**src/hw/rtl/cfpw_pkg.sv**
```systemverilog
// Shared types and constants for the command frame parser with drive watchdog.
// Used by every module under hw/rtl; depends on nothing.
package cfpw_pkg;

   localparam int VALUE_BITS = 16;
   localparam int TIMEOUT_BITS = 16;
   localparam int TICK_BITS = TIMEOUT_BITS + 1;

   localparam logic [TIMEOUT_BITS-1:0] TIMEOUT_RESET = TIMEOUT_BITS'(200);
   localparam logic [VALUE_BITS-1:0] STEER_RESET = VALUE_BITS'(90);
   localparam logic [TICK_BITS-1:0] TICK_CAP = TICK_BITS'(65536);

   localparam logic OP_BYTE = 1'b0;
   localparam logic OP_TICK = 1'b1;

   localparam logic [7:0] CHAR_NEWLINE = 8'h0a;
   localparam logic [7:0] CHAR_DOLLAR = 8'h24;
   localparam logic [7:0] CHAR_COMMA = 8'h2c;
   localparam logic [7:0] CHAR_PLUS = 8'h2b;
   localparam logic [7:0] CHAR_MINUS = 8'h2d;
   localparam logic [7:0] CHAR_SPACE = 8'h20;
   localparam logic [7:0] CHAR_TAB = 8'h09;
   localparam logic [7:0] CHAR_CR = 8'h0d;
   localparam logic [7:0] CHAR_ZERO = 8'h30;
   localparam logic [7:0] CHAR_NINE = 8'h39;

   // token kinds produced by the classifier
   localparam logic [3:0] KIND_TICK = 4'd0;
   localparam logic [3:0] KIND_NEWLINE = 4'd1;
   localparam logic [3:0] KIND_DOLLAR = 4'd2;
   localparam logic [3:0] KIND_COMMA = 4'd3;
   localparam logic [3:0] KIND_PLUS = 4'd4;
   localparam logic [3:0] KIND_MINUS = 4'd5;
   localparam logic [3:0] KIND_DIGIT = 4'd6;
   localparam logic [3:0] KIND_BLANK = 4'd7;
   localparam logic [3:0] KIND_OTHER = 4'd8;

   typedef struct packed {
      logic       opcode;
      logic [7:0] rx_byte;
   } req_type;

   typedef struct packed {
      logic signed [15:0] steering_angle;
      logic signed [15:0] drive_speed;
      logic               frame_ack;
      logic               failsafe;
   } rsp_type;

   typedef struct packed {
      logic [3:0] kind;
      logic [3:0] digit;
   } token_type;

endpackage

```
**src/hw/rtl/cfpw_front.sv**
```systemverilog
// Front end: classifies each incoming item into a token for the queue.
// Depends on cfpw_pkg.
module cfpw_front (
   input  cfpw_pkg::req_type   req,
   output cfpw_pkg::token_type token
);

   logic [7:0] c;

   assign c = req.rx_byte;

   always_comb begin
      token.digit = 4'(c - cfpw_pkg::CHAR_ZERO);
      if (req.opcode == cfpw_pkg::OP_TICK) begin
         token.kind = cfpw_pkg::KIND_TICK;
      end else if (c == cfpw_pkg::CHAR_NEWLINE) begin
         token.kind = cfpw_pkg::KIND_NEWLINE;
      end else if (c == cfpw_pkg::CHAR_DOLLAR) begin
         token.kind = cfpw_pkg::KIND_DOLLAR;
      end else if (c == cfpw_pkg::CHAR_COMMA) begin
         token.kind = cfpw_pkg::KIND_COMMA;
      end else if (c == cfpw_pkg::CHAR_PLUS) begin
         token.kind = cfpw_pkg::KIND_PLUS;
      end else if (c == cfpw_pkg::CHAR_MINUS) begin
         token.kind = cfpw_pkg::KIND_MINUS;
      end else if (c >= cfpw_pkg::CHAR_ZERO && c <= cfpw_pkg::CHAR_NINE) begin
         token.kind = cfpw_pkg::KIND_DIGIT;
      end else if (c == cfpw_pkg::CHAR_SPACE ||
                   (c >= cfpw_pkg::CHAR_TAB && c <= cfpw_pkg::CHAR_CR)) begin
         token.kind = cfpw_pkg::KIND_BLANK;
      end else begin
         token.kind = cfpw_pkg::KIND_OTHER;
      end
   end

endmodule

```
**src/hw/rtl/cfpw_queue.sv**
```systemverilog
// Two-entry token queue between the classifier and the executor.
// Depends on cfpw_pkg.
module cfpw_queue (
   input  logic                clock,
   input  logic                reset,
   input  logic                push,
   input  cfpw_pkg::token_type push_token,
   output logic                full,
   input  logic                pop,
   output logic                not_empty,
   output cfpw_pkg::token_type pop_token
);

   cfpw_pkg::token_type entry_ff [2];
   logic       wr_ptr_ff, wr_ptr_in;
   logic       rd_ptr_ff, rd_ptr_in;
   logic [1:0] count_ff, count_in;

   assign full = count_ff == 2'd2;
   assign not_empty = count_ff != 2'd0;
   assign pop_token = entry_ff[rd_ptr_ff];

   always_comb begin
      wr_ptr_in = push ? ~wr_ptr_ff : wr_ptr_ff;
      rd_ptr_in = pop ? ~rd_ptr_ff : rd_ptr_ff;
      count_in = count_ff + 2'(push) - 2'(pop);
   end

   always_ff @(posedge clock) begin
      if (reset) begin
         wr_ptr_ff <= 1'b0;
         rd_ptr_ff <= 1'b0;
         count_ff <= 2'd0;
      end else begin
         wr_ptr_ff <= wr_ptr_in;
         rd_ptr_ff <= rd_ptr_in;
         count_ff <= count_in;
      end
   end

   always_ff @(posedge clock) begin
      if (push) begin
         entry_ff[wr_ptr_ff] <= push_token;
      end
   end

endmodule

```
**src/hw/rtl/cfpw_back.sv**
```systemverilog
// Back end: line parser, number accumulator, watchdog and result register.
// Depends on cfpw_pkg.
module cfpw_back (
   input  logic                clock,
   input  logic                reset,
   input  logic                tok_valid,
   input  cfpw_pkg::token_type tok,
   output logic                tok_pop,
   input  logic                timeout_wr,
   input  logic [15:0]         timeout_data,
   output logic                rsp_valid,
   input  logic                rsp_stall,
   output cfpw_pkg::rsp_type   rsp_payload
);

   localparam int VB = cfpw_pkg::VALUE_BITS;
   localparam int AW = VB + 5;

   localparam logic [1:0] LP_START = 2'd0;
   localparam logic [1:0] LP_STEER = 2'd1;
   localparam logic [1:0] LP_SPEED = 2'd2;
   localparam logic [1:0] LP_SKIP = 2'd3;

   localparam logic [1:0] NP_SPACE = 2'd0;
   localparam logic [1:0] NP_SIGN = 2'd1;
   localparam logic [1:0] NP_DIGITS = 2'd2;
   localparam logic [1:0] NP_DONE = 2'd3;

   function automatic logic signed [VB-1:0] accumulate(
      input logic signed [VB-1:0] acc,
      input logic [3:0]           d,
      input logic                 neg
   );
      logic signed [AW-1:0] v;
      logic signed [AW-1:0] dv;
      logic signed [AW-1:0] maxv;
      logic signed [AW-1:0] minv;
      maxv = {6'b0, {(VB-1){1'b1}}};
      minv = ~maxv;
      dv = signed'({{(AW-4){1'b0}}, d});
      v = (AW'(acc) <<< 3) + (AW'(acc) <<< 1);
      v = neg ? v - dv : v + dv;
      if (v > maxv) v = maxv;
      if (v < minv) v = minv;
      return VB'(v);
   endfunction

   function automatic logic signed [15:0] to_out(input logic signed [VB-1:0] val);
      logic signed [31:0] wide;
      wide = 32'(val);
      return wide[15:0];
   endfunction

   logic [15:0]                   timeout_ff;
   logic [1:0]                    lp_ff, lp_in;
   logic [1:0]                    np_ff, np_in;
   logic                          neg_ff, neg_in;
   logic signed [VB-1:0]          sacc_ff, sacc_in;
   logic signed [VB-1:0]          pacc_ff, pacc_in;
   logic signed [VB-1:0]          steer_ff, steer_in;
   logic signed [VB-1:0]          speed_ff, speed_in;
   logic [cfpw_pkg::TICK_BITS-1:0] ticks_ff, ticks_in;
   logic                          rsp_valid_ff, rsp_valid_in;
   cfpw_pkg::rsp_type             rsp_ff, rsp_in;

   logic signed [VB-1:0] num_acc, acc_next;
   logic [1:0]           num_np;
   logic                 num_neg, num_upd;
   logic                 ack, fs;

   assign tok_pop = tok_valid && (!rsp_valid_ff || !rsp_stall);
   assign rsp_valid = rsp_valid_ff;
   assign rsp_payload = rsp_ff;

   // one shared multiply-add serves whichever field's accumulator is open
   assign num_acc = (lp_ff == LP_SPEED) ? pacc_ff : sacc_ff;
   assign acc_next = accumulate(num_acc, tok.digit, neg_ff);

   always_comb begin
      num_np = np_ff;
      num_neg = neg_ff;
      num_upd = 1'b0;
      case (np_ff)
         NP_SPACE: begin
            if (tok.kind == cfpw_pkg::KIND_BLANK) begin
               num_np = NP_SPACE;
            end else if (tok.kind == cfpw_pkg::KIND_PLUS) begin
               num_np = NP_SIGN;
            end else if (tok.kind == cfpw_pkg::KIND_MINUS) begin
               num_np = NP_SIGN;
               num_neg = 1'b1;
            end else if (tok.kind == cfpw_pkg::KIND_DIGIT) begin
               num_np = NP_DIGITS;
               num_upd = 1'b1;
            end else begin
               num_np = NP_DONE;
            end
         end
         NP_SIGN, NP_DIGITS: begin
            if (tok.kind == cfpw_pkg::KIND_DIGIT) begin
               num_np = NP_DIGITS;
               num_upd = 1'b1;
            end else begin
               num_np = NP_DONE;
            end
         end
         default: begin
            num_np = np_ff;
         end
      endcase
   end

   always_comb begin
      lp_in = lp_ff;
      np_in = np_ff;
      neg_in = neg_ff;
      sacc_in = sacc_ff;
      pacc_in = pacc_ff;
      steer_in = steer_ff;
      speed_in = speed_ff;
      ticks_in = ticks_ff;
      ack = 1'b0;
      if (tok.kind == cfpw_pkg::KIND_TICK) begin
         if (ticks_ff < cfpw_pkg::TICK_CAP) begin
            ticks_in = ticks_ff + 1'b1;
         end
      end else if (tok.kind == cfpw_pkg::KIND_NEWLINE) begin
         if (lp_ff == LP_SPEED) begin
            steer_in = sacc_ff;
            speed_in = pacc_ff;
            ticks_in = '0;
            ack = 1'b1;
         end
         lp_in = LP_START;
         np_in = NP_SPACE;
         neg_in = 1'b0;
      end else begin
         case (lp_ff)
            LP_START: begin
               if (tok.kind == cfpw_pkg::KIND_DOLLAR) begin
                  lp_in = LP_STEER;
                  sacc_in = '0;
                  np_in = NP_SPACE;
                  neg_in = 1'b0;
               end else begin
                  lp_in = LP_SKIP;
               end
            end
            LP_STEER: begin
               if (tok.kind == cfpw_pkg::KIND_COMMA) begin
                  lp_in = LP_SPEED;
                  pacc_in = '0;
                  np_in = NP_SPACE;
                  neg_in = 1'b0;
               end else begin
                  np_in = num_np;
                  neg_in = num_neg;
                  if (num_upd) sacc_in = acc_next;
               end
            end
            LP_SPEED: begin
               np_in = num_np;
               neg_in = num_neg;
               if (num_upd) pacc_in = acc_next;
            end
            default: begin
               lp_in = lp_ff;
            end
         endcase
      end
      // cut the drive whenever the watchdog has run out
      fs = ticks_in > {1'b0, timeout_ff};
      if (fs) speed_in = '0;

      rsp_in.steering_angle = to_out(steer_in);
      rsp_in.drive_speed = to_out(speed_in);
      rsp_in.frame_ack = ack;
      rsp_in.failsafe = fs;
      rsp_valid_in = tok_pop ? 1'b1 : (rsp_valid_ff && rsp_stall);
   end

   always_ff @(posedge clock) begin
      if (reset) begin
         timeout_ff <= cfpw_pkg::TIMEOUT_RESET;
         lp_ff <= LP_START;
         np_ff <= NP_SPACE;
         neg_ff <= 1'b0;
         sacc_ff <= '0;
         pacc_ff <= '0;
         steer_ff <= cfpw_pkg::STEER_RESET;
         speed_ff <= '0;
         ticks_ff <= '0;
         rsp_valid_ff <= 1'b0;
      end else begin
         if (timeout_wr) timeout_ff <= timeout_data;
         rsp_valid_ff <= rsp_valid_in;
         if (tok_pop) begin
            lp_ff <= lp_in;
            np_ff <= np_in;
            neg_ff <= neg_in;
            sacc_ff <= sacc_in;
            pacc_ff <= pacc_in;
            steer_ff <= steer_in;
            speed_ff <= speed_in;
            ticks_ff <= ticks_in;
         end
      end
   end

   always_ff @(posedge clock) begin
      if (tok_pop) rsp_ff <= rsp_in;
   end

endmodule

```
**src/hw/rtl/command_frame_parser_watchdog_unit.sv**
```systemverilog
// Command frame parser with drive watchdog: top level.
// Depends on cfpw_pkg, cfpw_front, cfpw_queue and cfpw_back.
//
// Usage:
//   req channel (req_valid / req_stall / req_payload): one item per serial
//   byte (opcode 0, rx_byte) or per millisecond tick (opcode 1).
//   rsp channel (rsp_valid / rsp_stall / rsp_payload): exactly one item per
//   request, carrying steering_angle, drive_speed, frame_ack and failsafe.
//   csr channel (csr_valid / csr_ready / csr_data): writes the watchdog_limit
//   tick count; csr_ready is always high.
// Lines "$steer,speed\n" load steering and speed, pulse frame_ack and clear
// the tick count; once ticks exceed watchdog_limit, speed is forced to zero.
// A result passes through the queue and then the result register before it
// turns valid; a stalled result ahead of it keeps the token in the queue.
// Throughput: one item per cycle while the result is not stalled, since the
// back end parses and accumulates (multiply by ten) each token as it pops.
// Reset (synchronous, active high) empties the queue, drops any pending
// result and restores steering 90, speed 0, watchdog_limit 200.
// While rsp_stall is high the result holds; the two-entry queue keeps taking
// requests until it fills, then req_stall rises.
module command_frame_parser_watchdog_unit (
   input  logic              clock,
   input  logic              reset,
   input  logic              req_valid,
   output logic              req_stall,
   input  cfpw_pkg::req_type req_payload,
   output logic              rsp_valid,
   input  logic              rsp_stall,
   output cfpw_pkg::rsp_type rsp_payload,
   input  logic              csr_valid,
   output logic              csr_ready,
   input  logic [15:0]       csr_data
);

   cfpw_pkg::token_type front_token;
   cfpw_pkg::token_type queue_token;
   logic                queue_full;
   logic                queue_not_empty;
   logic                queue_pop;
   logic                req_push;

   assign req_stall = queue_full;
   assign req_push = req_valid && !queue_full;
   assign csr_ready = 1'b1;

   cfpw_front u_front (
      .req   (req_payload),
      .token (front_token)
   );

   cfpw_queue u_queue (
      .clock      (clock),
      .reset      (reset),
      .push       (req_push),
      .push_token (front_token),
      .full       (queue_full),
      .pop        (queue_pop),
      .not_empty  (queue_not_empty),
      .pop_token  (queue_token)
   );

   cfpw_back u_back (
      .clock        (clock),
      .reset        (reset),
      .tok_valid    (queue_not_empty),
      .tok          (queue_token),
      .tok_pop      (queue_pop),
      .timeout_wr   (csr_valid && csr_ready),
      .timeout_data (csr_data),
      .rsp_valid    (rsp_valid),
      .rsp_stall    (rsp_stall),
      .rsp_payload  (rsp_payload)
   );

   a_failsafe_cuts_speed: assert property (@(posedge clock) disable iff (reset)
      rsp_valid && rsp_payload.failsafe |-> rsp_payload.drive_speed == 16'sd0)
      else $error("failsafe result with nonzero drive speed");

   a_ack_clears_failsafe: assert property (@(posedge clock) disable iff (reset)
      rsp_valid && rsp_payload.frame_ack |-> !rsp_payload.failsafe)
      else $error("acknowledged frame reported failsafe");

   a_reset_drops_result: assert property (@(posedge clock)
      reset |=> !rsp_valid)
      else $error("result valid right after reset");

   a_stall_needs_backlog: assert property (@(posedge clock) disable iff (reset)
      req_stall |-> queue_pop || rsp_valid)
      else $error("request stalled with nothing pending downstream");

endmodule

```
**config.mk**
```make
export PLATFORM = sky130hd
export DESIGN_NAME = command_frame_parser_watchdog_unit
export DESIGN_NICKNAME = d
export VERILOG_FILES = /design/src/hw/rtl/cfpw_pkg.sv /design/src/hw/rtl/cfpw_front.sv /design/src/hw/rtl/cfpw_queue.sv /design/src/hw/rtl/cfpw_back.sv /design/src/hw/rtl/command_frame_parser_watchdog_unit.sv
export SDC_FILE = /design/constraint.sdc
export NUM_CORES = 1
export LEC_CHECK = 0
export ABC_AREA = 0
export BUFFER_PORTS_ARGS = -buffer_cell sky130_fd_sc_hd__buf_4
export CORE_AREA = 2 2 127 129
export CTS_CLUSTER_SIZE = 30
export DETAILED_ROUTE_END_ITERATION = 8
export DIE_AREA = 0 0 129 131
export PLACE_DENSITY = 0.82
export SLEW_MARGIN = 0
export SYNTH_ARGS = -nofsm -noshare
export SYNTH_HDL_FRONTEND = slang
export SYNTH_HIERARCHICAL = 1
export SYNTH_SLANG_ARGS = --single-unit
```
**constraint.sdc**
```tcl
create_clock -name clock -period 6.6 [get_ports clock]
set_clock_uncertainty 0.2 [all_clocks]
set_input_delay 0.33 -clock clock [delete_from_list [all_inputs] [get_ports clock]]
set_output_delay 0.33 -clock clock [all_outputs]
set_load 0.01 [all_outputs]
```
==> reports/qor.csv, run 1 <==
metric,value,unit
outcome,"complete, no violations",
die-area,16900,um^2
fin_cells,1295,
max_freq,0.171,GHz
layout_common_cells,"nand2_1 (164), dfxtp_1 (108), nor2_1 (83), buf_4 (75), a21oi_1 (64)",
synthTopCellsByArea,"dfxtp_1 (24%), edfxtp_1 (17%), nand2_1 (6.8%)",
worst-r2r-cell-count,18,
numCtsBuffers,17,
utilization,66.6,%
grt_pass1_wl,34400,um
p_seq_share,38.5,%
ios,67,
p_comb_share,35.5,%
hold_class,primary input to flop,
syn_area_per_cell,8.99,um^2
layout_commonest_cell,nand2_1,
num_rows,46,
peakVddDrop,0.000334,V
max_cap_viol_count,0,
startpoint,u_back/lp_ff[0],
rsz0062_at_grt,no,
fin_nets,1140,
fillers,1216,
worstMarginPinSlew,1.05,ns
wire_per_inst,15.9,um
seq_area,3660,um^2
routed_wl,20600,um
yosys.area.top_type,dfxtp_1,
maxSlewViolCount,0,
synth-edff-count,50,
root_buffer,clkbuf_16,
intPower,2.17,mW
hold_violations,0,
cts_sinks,158,
relSlewSlack,30.0,%
ys_seq_area_share,40.3,%
switching_power,1.25,mW
ant_nets,0,
synth_top_area_share,23.8,%
floorplan.initialDensity,58.3,%
yosysWarnings,6,
synth-seq-cells,158,
r2r_start,u_back/lp_ff[0],
reg2reg_slack,0.76,ns
netlist_area,9090,um^2
p_leak,4.27,nW
r2r_end,u_back/sacc_ff[6],
grt_overflow_total,0,
multi_input_area,4990,um^2
ys_async_sr_fraction,0,%
globalplace.congestion,0.877,
switching_share,36.5,%
clock_power_share,25.9,%
cts_tree,done,
cp.arrival,5.95,ns
grt.total_usage,25.4,%
cts_htree_levels,4,
first_pass_iters,6,
grt_pass1_vias,7298,
hold_start,req_payload[8],
cts_buffer_depth,2,
syn_inst,1011,
finalSetupTns,0,ns
vias_per_cell,5.81,
path_clk_slew,0.06,ns
critPathMaxFanout,30,
vias,7519,
hold_end,u_queue/entry_ff[0][4],
crit_type,flop to flop,
synthToLayoutAreaGrowth,14.3,%
synth_top_flop_cell,dfxtp_1,
die_h,131,um
fin_crit_sh,88.4,%
dp.cells,1242,
powerDensity,329,nW/um^2
fin_crit,5.84,ns
worstHoldPathCells,2,
numPortBuffers,65,
synth_cell_type_count,80,
core,15600,um^2
drc,0,
antenna_found_initial,0,
synth_nets,1085,
drt_iter0_markers,558,
drive_gt1_share,13.3,%
worstPathRequired,6.71,ns
startpoint_type,flop,
die-width,129,um
cp-end-kind,flop,
finalSetupViolCount,0,
clock_latency,0.42,ns
cts_resized,0,
grt_max_degree,73,
hpwl,13900,um
num_antenna_cells,0,
timing repair:
action,in CTS,in global routing
setup buffers,0,0
endpoints found under the setup margin,0,0
hold buffers,21,0
hold endpoints to repair,25,0
cell usage after synthesis (all sizes together), types with 4 or more instances:
cell and n:
a211oi 11, a21boi 4, a21o 5, a21oi 64, a22o 43, a31oi 5
and2 5, and3 5, buf 25, clkbuf 35, dfxtp 108, edfxtp 50
ha 41, inv 42, mux2 26, mux2i 32, nand2 164, nand2b 8
nand3 31, nand3b 5, nand4 15, nor2 86, nor2b 17, nor3 29
o211a 5, o211ai 7, o21a 9, o21ai 28, o22ai 5, or3 6
xnor2 24, xor2 19
cells by family (layout without fill, tap and decap cells):
group	after synthesis	in the layout	share of synthesized area, %
adder cells (fa/ha/maj)	47	47	6.65
flip-flops	158	158	40.3
AO/OA/AOI/OAI	214	214	16.7
XOR/XNOR	44	44	4.76
buffers and inverters	103	171	4.90
AND/OR/NAND/NOR	386	386	19.9
other	1	1	0.0413
multiplexers	58	58	6.74
routing by layer:
layer | vias up | global-route usage [%] | part of all wire, %
met5 | - | 0 | 0
met4 | 0 | 12.5 | 3.9
met3 | 58 | 4.72 | 3.9
met2 | 211 | 44.4 | 50
met1 | 3543 | 30.3 | 42
li1 | 3707 | - | -
layout make-up:
type	count	share of cell area, %
timing repair buffer	96	7.44
clock buffer	17	4.09
multi-input combinational	750	48.0
clock inverter	15	1.06
sequential	158	35.3
inverter	43	1.55
tap	216	2.60
critical path, stage by stage (launching register included):
cell and delay [ns]:
dfxtp_1 0.32, inv_1 0.09, ha_1 0.42, buf_4 0.43, mux2_2 0.40, ha_1 0.34, a21o_1 0.20, maj3_2 0.33
a211o_1 0.36, a311oi_4 0.39, a21oi_1 0.24, xnor2_4 0.28, nand3b_1 0.17, nor3_1 0.19, nor2_1 0.06, a21oi_1 0.35
a41o_1 0.53, nand2_1 0.16, a22o_1 0.25
flip-flops by register name (all words and copies together) (netlist names), named ones only:
| register | count |
|---|---|
| u_back/lp_ff | 2 |
| u_back/neg_ff | 1 |
| u_back/np_ff | 2 |
| u_back/pacc_ff | 16 |
| u_back/rsp_payload | 34 |
| u_back/rsp_valid | 1 |
| u_back/sacc_ff | 16 |
| u_back/speed_ff | 16 |
| u_back/steer_ff | 16 |
| u_back/ticks_ff | 17 |
| u_back/timeout_ff | 16 |
| u_queue/count_ff | 2 |
| u_queue/entry_ff | 16 |
| u_queue/rd_ptr_ff | 1 |
| u_queue/wr_ptr_ff | 1 |
stage by stage:
stage / total power, mW / setup WS [ns] / hold WS (ns) / instance area, um^2
3_3_place_gp: 2.48 / 1.05 / 0.242 / 9650
5_1_grt: 3.63 / 0.448 / 0.0217 / 10400
2_1_floorplan: 2.16 / 0.549 / 0.202 / 9090
6_report: 3.42 / 0.764 / 0.0211 / 10400
4_1_cts: 3.42 / 0.811 / 0.00655 / 10400
3_5_place_dp: 2.51 / 0.863 / 0.247 / 9650
how the worst max path moves through the flow:
stage | end | depth (start not counted)
global placement | u_back/pacc_ff[13] | 18
CTS | u_back/sacc_ff[10] | 18
floorplan | u_back/pacc_ff[8] | 23
global route | u_back/sacc_ff[10] | 18
detailed placement | u_back/sacc_ff[6] | 18
finish | u_back/sacc_ff[6] | 18
power by group through the flow:
| stage | Clock [mW] | Combinational, mW | Sequential (mW) |
|---|---|---|---|
| floorplan | 0 | 0.808 | 1.36 |
| global placement | 0 | 1.15 | 1.33 |
| detailed placement | 0 | 1.18 | 1.34 |
| CTS | 0.898 | 1.21 | 1.32 |
| global route | 0.939 | 1.35 | 1.34 |
| finish | 0.888 | 1.22 | 1.32 |
Power figures use the tool's default switching activity.
==> inputs of run 2 (changes only) <==
Settings changed: GPL_TIMING_DRIVEN from default to 0.
==> run 2 against run 1 <==
  * Sequential power hardly changed
  * Power is 5.7% higher
  * Hold slack better by 0.0080 ns
  * Cell area is 2.9% higher
  * First-iteration DRC count is 22% higher
  * Register-to-register slack worse by 0.45 ns
  * Final cell count is 3.5% higher
  * Combinational power is 4% higher
  * Critical path type unchanged
  * Largest cell class unchanged
  * Largest power group unchanged
==> reports/qor.csv, run 2 (synthesized netlist as in run 1, its figures left out) <==
metric,value,unit
max_freq,0.159,GHz
drt_iter0_markers,679,
layout_commonest_cell,nand2_1,
first_pass_iters,5,
startpoint_type,flop,
num_antenna_cells,0,
cpPeakStageDelay,0.55,ns
cts_tree,done,
cp-end-kind,flop,
floorplan.initialDensity,58.3,%
numCtsBuffers,17,
core,15600,um^2
clock_latency,0.43,ns
globalplace.congestion,0.850,
num_rows,46,
powerDensity,338,nW/um^2
postPlaceCellArea,9830,um^2
outcome,"complete, no violations",
gr-usage-met1,32.1,%
ant_nets,0,
dp_slack,-0.589,ns
drive_gt1_share,13.2,%
fin_crit_sh,95.2,%
cp.arrival,6.45,ns
hpwl,15100,um
final_cell_area,10700,um^2
finalWorstSetupSlack,0.316,ns
peakVddDrop,0.000260,V
routed_wl,21500,um
layout_common_cells,"nand2_1 (164), dfxtp_1 (108), nor2_1 (83), buf_4 (67), a21oi_1 (63)",
hold_start,req_payload[3],
grt_max_degree,46,
drc,0,
grt_pass1_vias,7341,
root_buffer,clkbuf_16,
hold_violations,0,
cts_sinks,158,
grt_use_met3,4.89,%
utilization,68.5,%
startpoint,u_back/lp_ff[0],
cts_buffer_depth,2,
maxSlewViolCount,0,
fin_nets,1185,
whs,0.0291,ns
numPortBuffers,62,
synthToLayoutAreaGrowth,17.6,%
hold_class,primary input to flop,
die_h,131,um
relSlewSlack,34.9,%
critPathMaxFanout,19,
vias_per_cell,5.85,
largest_register_ffs,34,
p_leak,4.40,nW
cp_cell_sequence,inv_1 > ha_1 > clkbuf_4 > buf_6 > clkbuf_4 > mux2_2 > ha_1 > fa_1 > a21o_1 > maj3_2 > a211o_1 > a311oi_4 > xnor2_2 > and2_1 > nand4_1 > o21a_1 > o22ai_1 > a21oi_1 > o41a_4 > nor2_4 > buf_6 > a22o_1,
path_clk_slew,0.06,ns
finalSetupViolCount,0,
die-width,129,um
worstHoldPathCells,2,
worstPathRequired,6.77,ns
grt-busiest-layer,met2,
worst_path_max_delay_cell,o41a_4,
cts_htree_levels,4,
vias,7843,
die-area,16900,um^2
grt_overflow_total,0,
antenna_found_initial,0,
wire_per_inst,16.1,um
grt_pass1_wl,35200,um
grt.total_usage,26.3,%
fin_crit,6.28,ns
ios,67,
r2r_start,u_back/lp_ff[0],
worst-r2r-cell-count,22,
worstMarginPinSlew,0.977,ns
gr-usage-met2,46.5,%
max_cap_viol_count,0,
crit_type,flop to flop,
run 2: cell count changes in the layout (fill, tap and decap cells not counted), sizes merged:
cell / before / now
buf: 75 / 84
dlygate4sd3: 21 / 20
clkinvlp: 4 / 0
bufinv: 0 / 4
clkinv: 7 / 8
clkbuf: 17 / 55
inv: 47 / 45
run 2: repair_timing:
item,4_1_cts,5_1_grt
hold buffers,20,0
setup endpoints to repair,42,53
setup buffers,0,0
endpoints found under the hold margin,26,0
resized for setup,3,9
run 2: worst max-delay path: cells and delay by family (launching register included):
family	cells	cell delay, ns
AND/OR/NAND/NOR	3	0.61
XOR/XNOR	1	0.24
flip-flops	1	0.31
multiplexers	1	0.42
buffers and inverters	5	1.07
adder cells (fa/ha/maj)	4	1.26
AO/OA/AOI/OAI	8	2.09
run 2: final timing paths:
path / end / slack, ns
setup / recovery: u_back/pacc_ff[10] / 0.32
hold / removal: u_queue/entry_ff[0][3] / 0.03
setup reg to reg: u_back/pacc_ff[10] / 0.32
hold reg to reg: u_back/steer_ff[9] / 0.26
run 2: layer usage:
metal / vias up / routed length, um
met1: 3709 / 9200
met3: 54 / 1180
met5: - / 0
li1: 3795 / -
met4: 0 / 543
met2: 285 / 10600
run 2: final cells by class:
class	count	area [um^2]
multi-input cells	750	5020
repair buffers	82	666
clock buffers	18	429
inverters	43	161
flip-flops and latches	158	3660
clock inverters	14	189
well taps	216	270
plain buffers	59	294
fillers	1163	4910
run 2: power breakdown:
group / leakage (nW) / total, mW / switching (mW) / internal (mW)
clock: 0.302 / 1.03 / 0.398 / 0.634
sequential: 1.36 / 1.31 / 0.0991 / 1.22
combinational: 2.74 / 1.27 / 0.790 / 0.481
run 2: through the flow:
stage	total power, mW	TNS [ns]	cells
final	3.62	0	1340
after detailed placement	2.54	-15.98	1289
after floorplan	2.16	0	1011
after global routing	3.81	-0.0139	1340
after global placement	2.51	-14.55	1289
after CTS	3.59	0	1340
==> inputs of run 3 (changes only) <==
Settings changed: GPL_TIMING_DRIVEN 0 to default, HOLD_SLACK_MARGIN from default to 0.1.
==> run 3 against run 2 <==
  * Critical path depth fell by 4
  * Via count shrank 3.6%
  * Combinational power fell by 5%
  * Flip-flop and latch count unchanged
  * Global-route usage decreased by 0.84 points
  * Utilization shrank 1.9 points
  * Routed wire length is 4.5% lower
  * Critical path type unchanged
  * Critical endpoint is now u_back/sacc_ff[6]
  * Highest routed layer unchanged
==> reports/qor.csv, run 3 (synthesized netlist as in run 1, its figures left out) <==
metric,value,unit
grt_pass1_wl,34400,um
p_leak,4.28,nW
relSlewSlack,29.6,%
grt_pass1_vias,7300,
worstHoldPathCells,3,
num_antenna_cells,0,
outcome,"complete, no violations",
cts_buffer_depth,2,
r2r_end,u_back/sacc_ff[6],
numCtsBuffers,17,
wire_per_inst,15.9,um
hold_violations,0,
startpoint_type,flop,
layout_commonest_cell,nand2_1,
core,15600,um^2
drive_gt1_share,13.2,%
cts_resized,0,
globalplace.congestion,0.877,
cp.arrival,5.96,ns
worst-r2r-cell-count,18,
grt_overflow_total,0,
clock_latency,0.42,ns
fin_nets,1141,
floorplan.initialDensity,58.3,%
fin_crit,5.85,ns
die_h,131,um
max_freq,0.171,GHz
die-area,16900,um^2
ant_nets,0,
reg2reg_slack,0.75,ns
fin_crit_sh,88.6,%
peakVddDrop,0.000334,V
drt_iter0_markers,514,
drc,0,
die-width,129,um
num_rows,46,
r2r_start,u_back/lp_ff[0],
path_clk_slew,0.06,ns
crit_type,flop to flop,
critPathMaxFanout,30,
hold_start,csr_valid,
first_pass_iters,7,
routed_wl,20600,um
worstPathRequired,6.71,ns
antenna_found_initial,0,
cts_tree,done,
cts_sinks,158,
numPortBuffers,65,
max_cap_viol_count,0,
vias,7560,
rsz0062_at_grt,no,
utilization,66.7,%
vias_per_cell,5.83,
fillers,1213,
finalSetupViolCount,0,
grt_max_degree,73,
hpwl,13900,um
root_buffer,clkbuf_16,
hold_end,u_back/timeout_ff[3],
powerDensity,329,nW/um^2
cp-end-kind,flop,
maxSlewViolCount,0,
hold_class,primary input to flop,
ios,67,
grt.total_usage,25.4,%
layout_common_cells,"nand2_1 (164), dfxtp_1 (108), nor2_1 (83), buf_4 (75), a21oi_1 (64)",
worstMarginPinSlew,1.05,ns
cts_htree_levels,4,
finalSetupTns,0,ns
synthToLayoutAreaGrowth,14.4,%
largest_register_ffs,34,
==> run 3: cell count changes in the layout (fill, tap and decap cells not counted), moves of 2 or more <==
cell | previous run | this run
clkbuf_1 | 36 | 0
buf_1 | 5 | 0
dlygate4sd3_1 | 20 | 22
buf_2 | 7 | 0
buf_6 | 5 | 0
clkinv_2 | 1 | 3
buf_4 | 67 | 75
inv_6 | 3 | 5
clkinvlp_4 | 0 | 4
bufinv_16 | 4 | 0
clkbuf_4 | 2 | 0
clkinv_1 | 4 | 2
==> run 3: worst max-delay path by stage <==
stage	from	to	slack, ns	cells after the start
floorplan	u_back/lp_ff[0]	u_back/pacc_ff[8]	0.55	23
global placement	u_back/lp_ff[0]	u_back/pacc_ff[13]	1.05	18
detailed placement	u_back/lp_ff[0]	u_back/sacc_ff[6]	0.86	18
CTS	u_back/lp_ff[0]	u_back/sacc_ff[10]	0.81	18
global route	u_back/lp_ff[0]	u_back/sacc_ff[10]	0.45	18
finish	u_back/lp_ff[0]	u_back/sacc_ff[6]	0.75	18
==> run 3: repair_timing <==
| item | in CTS | in global routing |
|---|---|---|
| hold endpoints to repair | 29 | 0 |
| setup buffers | 0 | 0 |
| hold buffers | 22 | 0 |
==> run 3: metal layers <==
| metal | wire [um] | GRT usage, % |
|---|---|---|
| met4 | 701 | 12.5 |
| met3 | 954 | 4.72 |
| met1 | 8550 | 30.3 |
| met5 | 0 | 0 |
| met2 | 10400 | 44.4 |
==> run 3: final cells by class <==
cell class | count | area, um^2 | area share [%]
multi-input combinational | 750 | 4990 | 47.9
sequential | 158 | 3660 | 35.2
clock buffer | 17 | 425 | 4.09
tap | 216 | 270 | 2.60
inverter | 43 | 161 | 1.55
timing repair buffer | 97 | 783 | 7.53
clock inverter | 15 | 110 | 1.06
==> run 3: critical path, cell delays in order (launching register included) <==
cell      delay (ns)
dfxtp_1         0.32
inv_1           0.09
ha_1            0.42
buf_4           0.43
mux2_2          0.40
ha_1            0.34
a21o_1          0.20
maj3_2          0.33
a211o_1         0.36
a311oi_4        0.39
a21oi_1         0.24
xnor2_4         0.28
nand3b_1        0.17
nor3_1          0.20
nor2_1          0.06
a21oi_1         0.36
a41o_1          0.53
nand2_1         0.16
a22o_1          0.24
==> run 3: power by group <==
group	switching, mW	internal [mW]	total (mW)
registers	0.104	1.21	1.32
clock network	0.403	0.483	0.886
logic	0.738	0.475	1.21
==> run 3: metrics by stage <==
stage	worst slack (ns)	hold slack, ns	cell area (um^2)	cells	total power, mW
2_1_floorplan	0.549	0.202	9090	1011	2.16
3_3_place_gp	1.05	0.242	9650	1242	2.48
3_5_place_dp	0.863	0.247	9650	1242	2.51
4_1_cts	0.811	0.120	10400	1296	3.42
5_1_grt	0.448	0.141	10400	1296	3.63
6_report	0.751	0.134	10400	1296	3.42
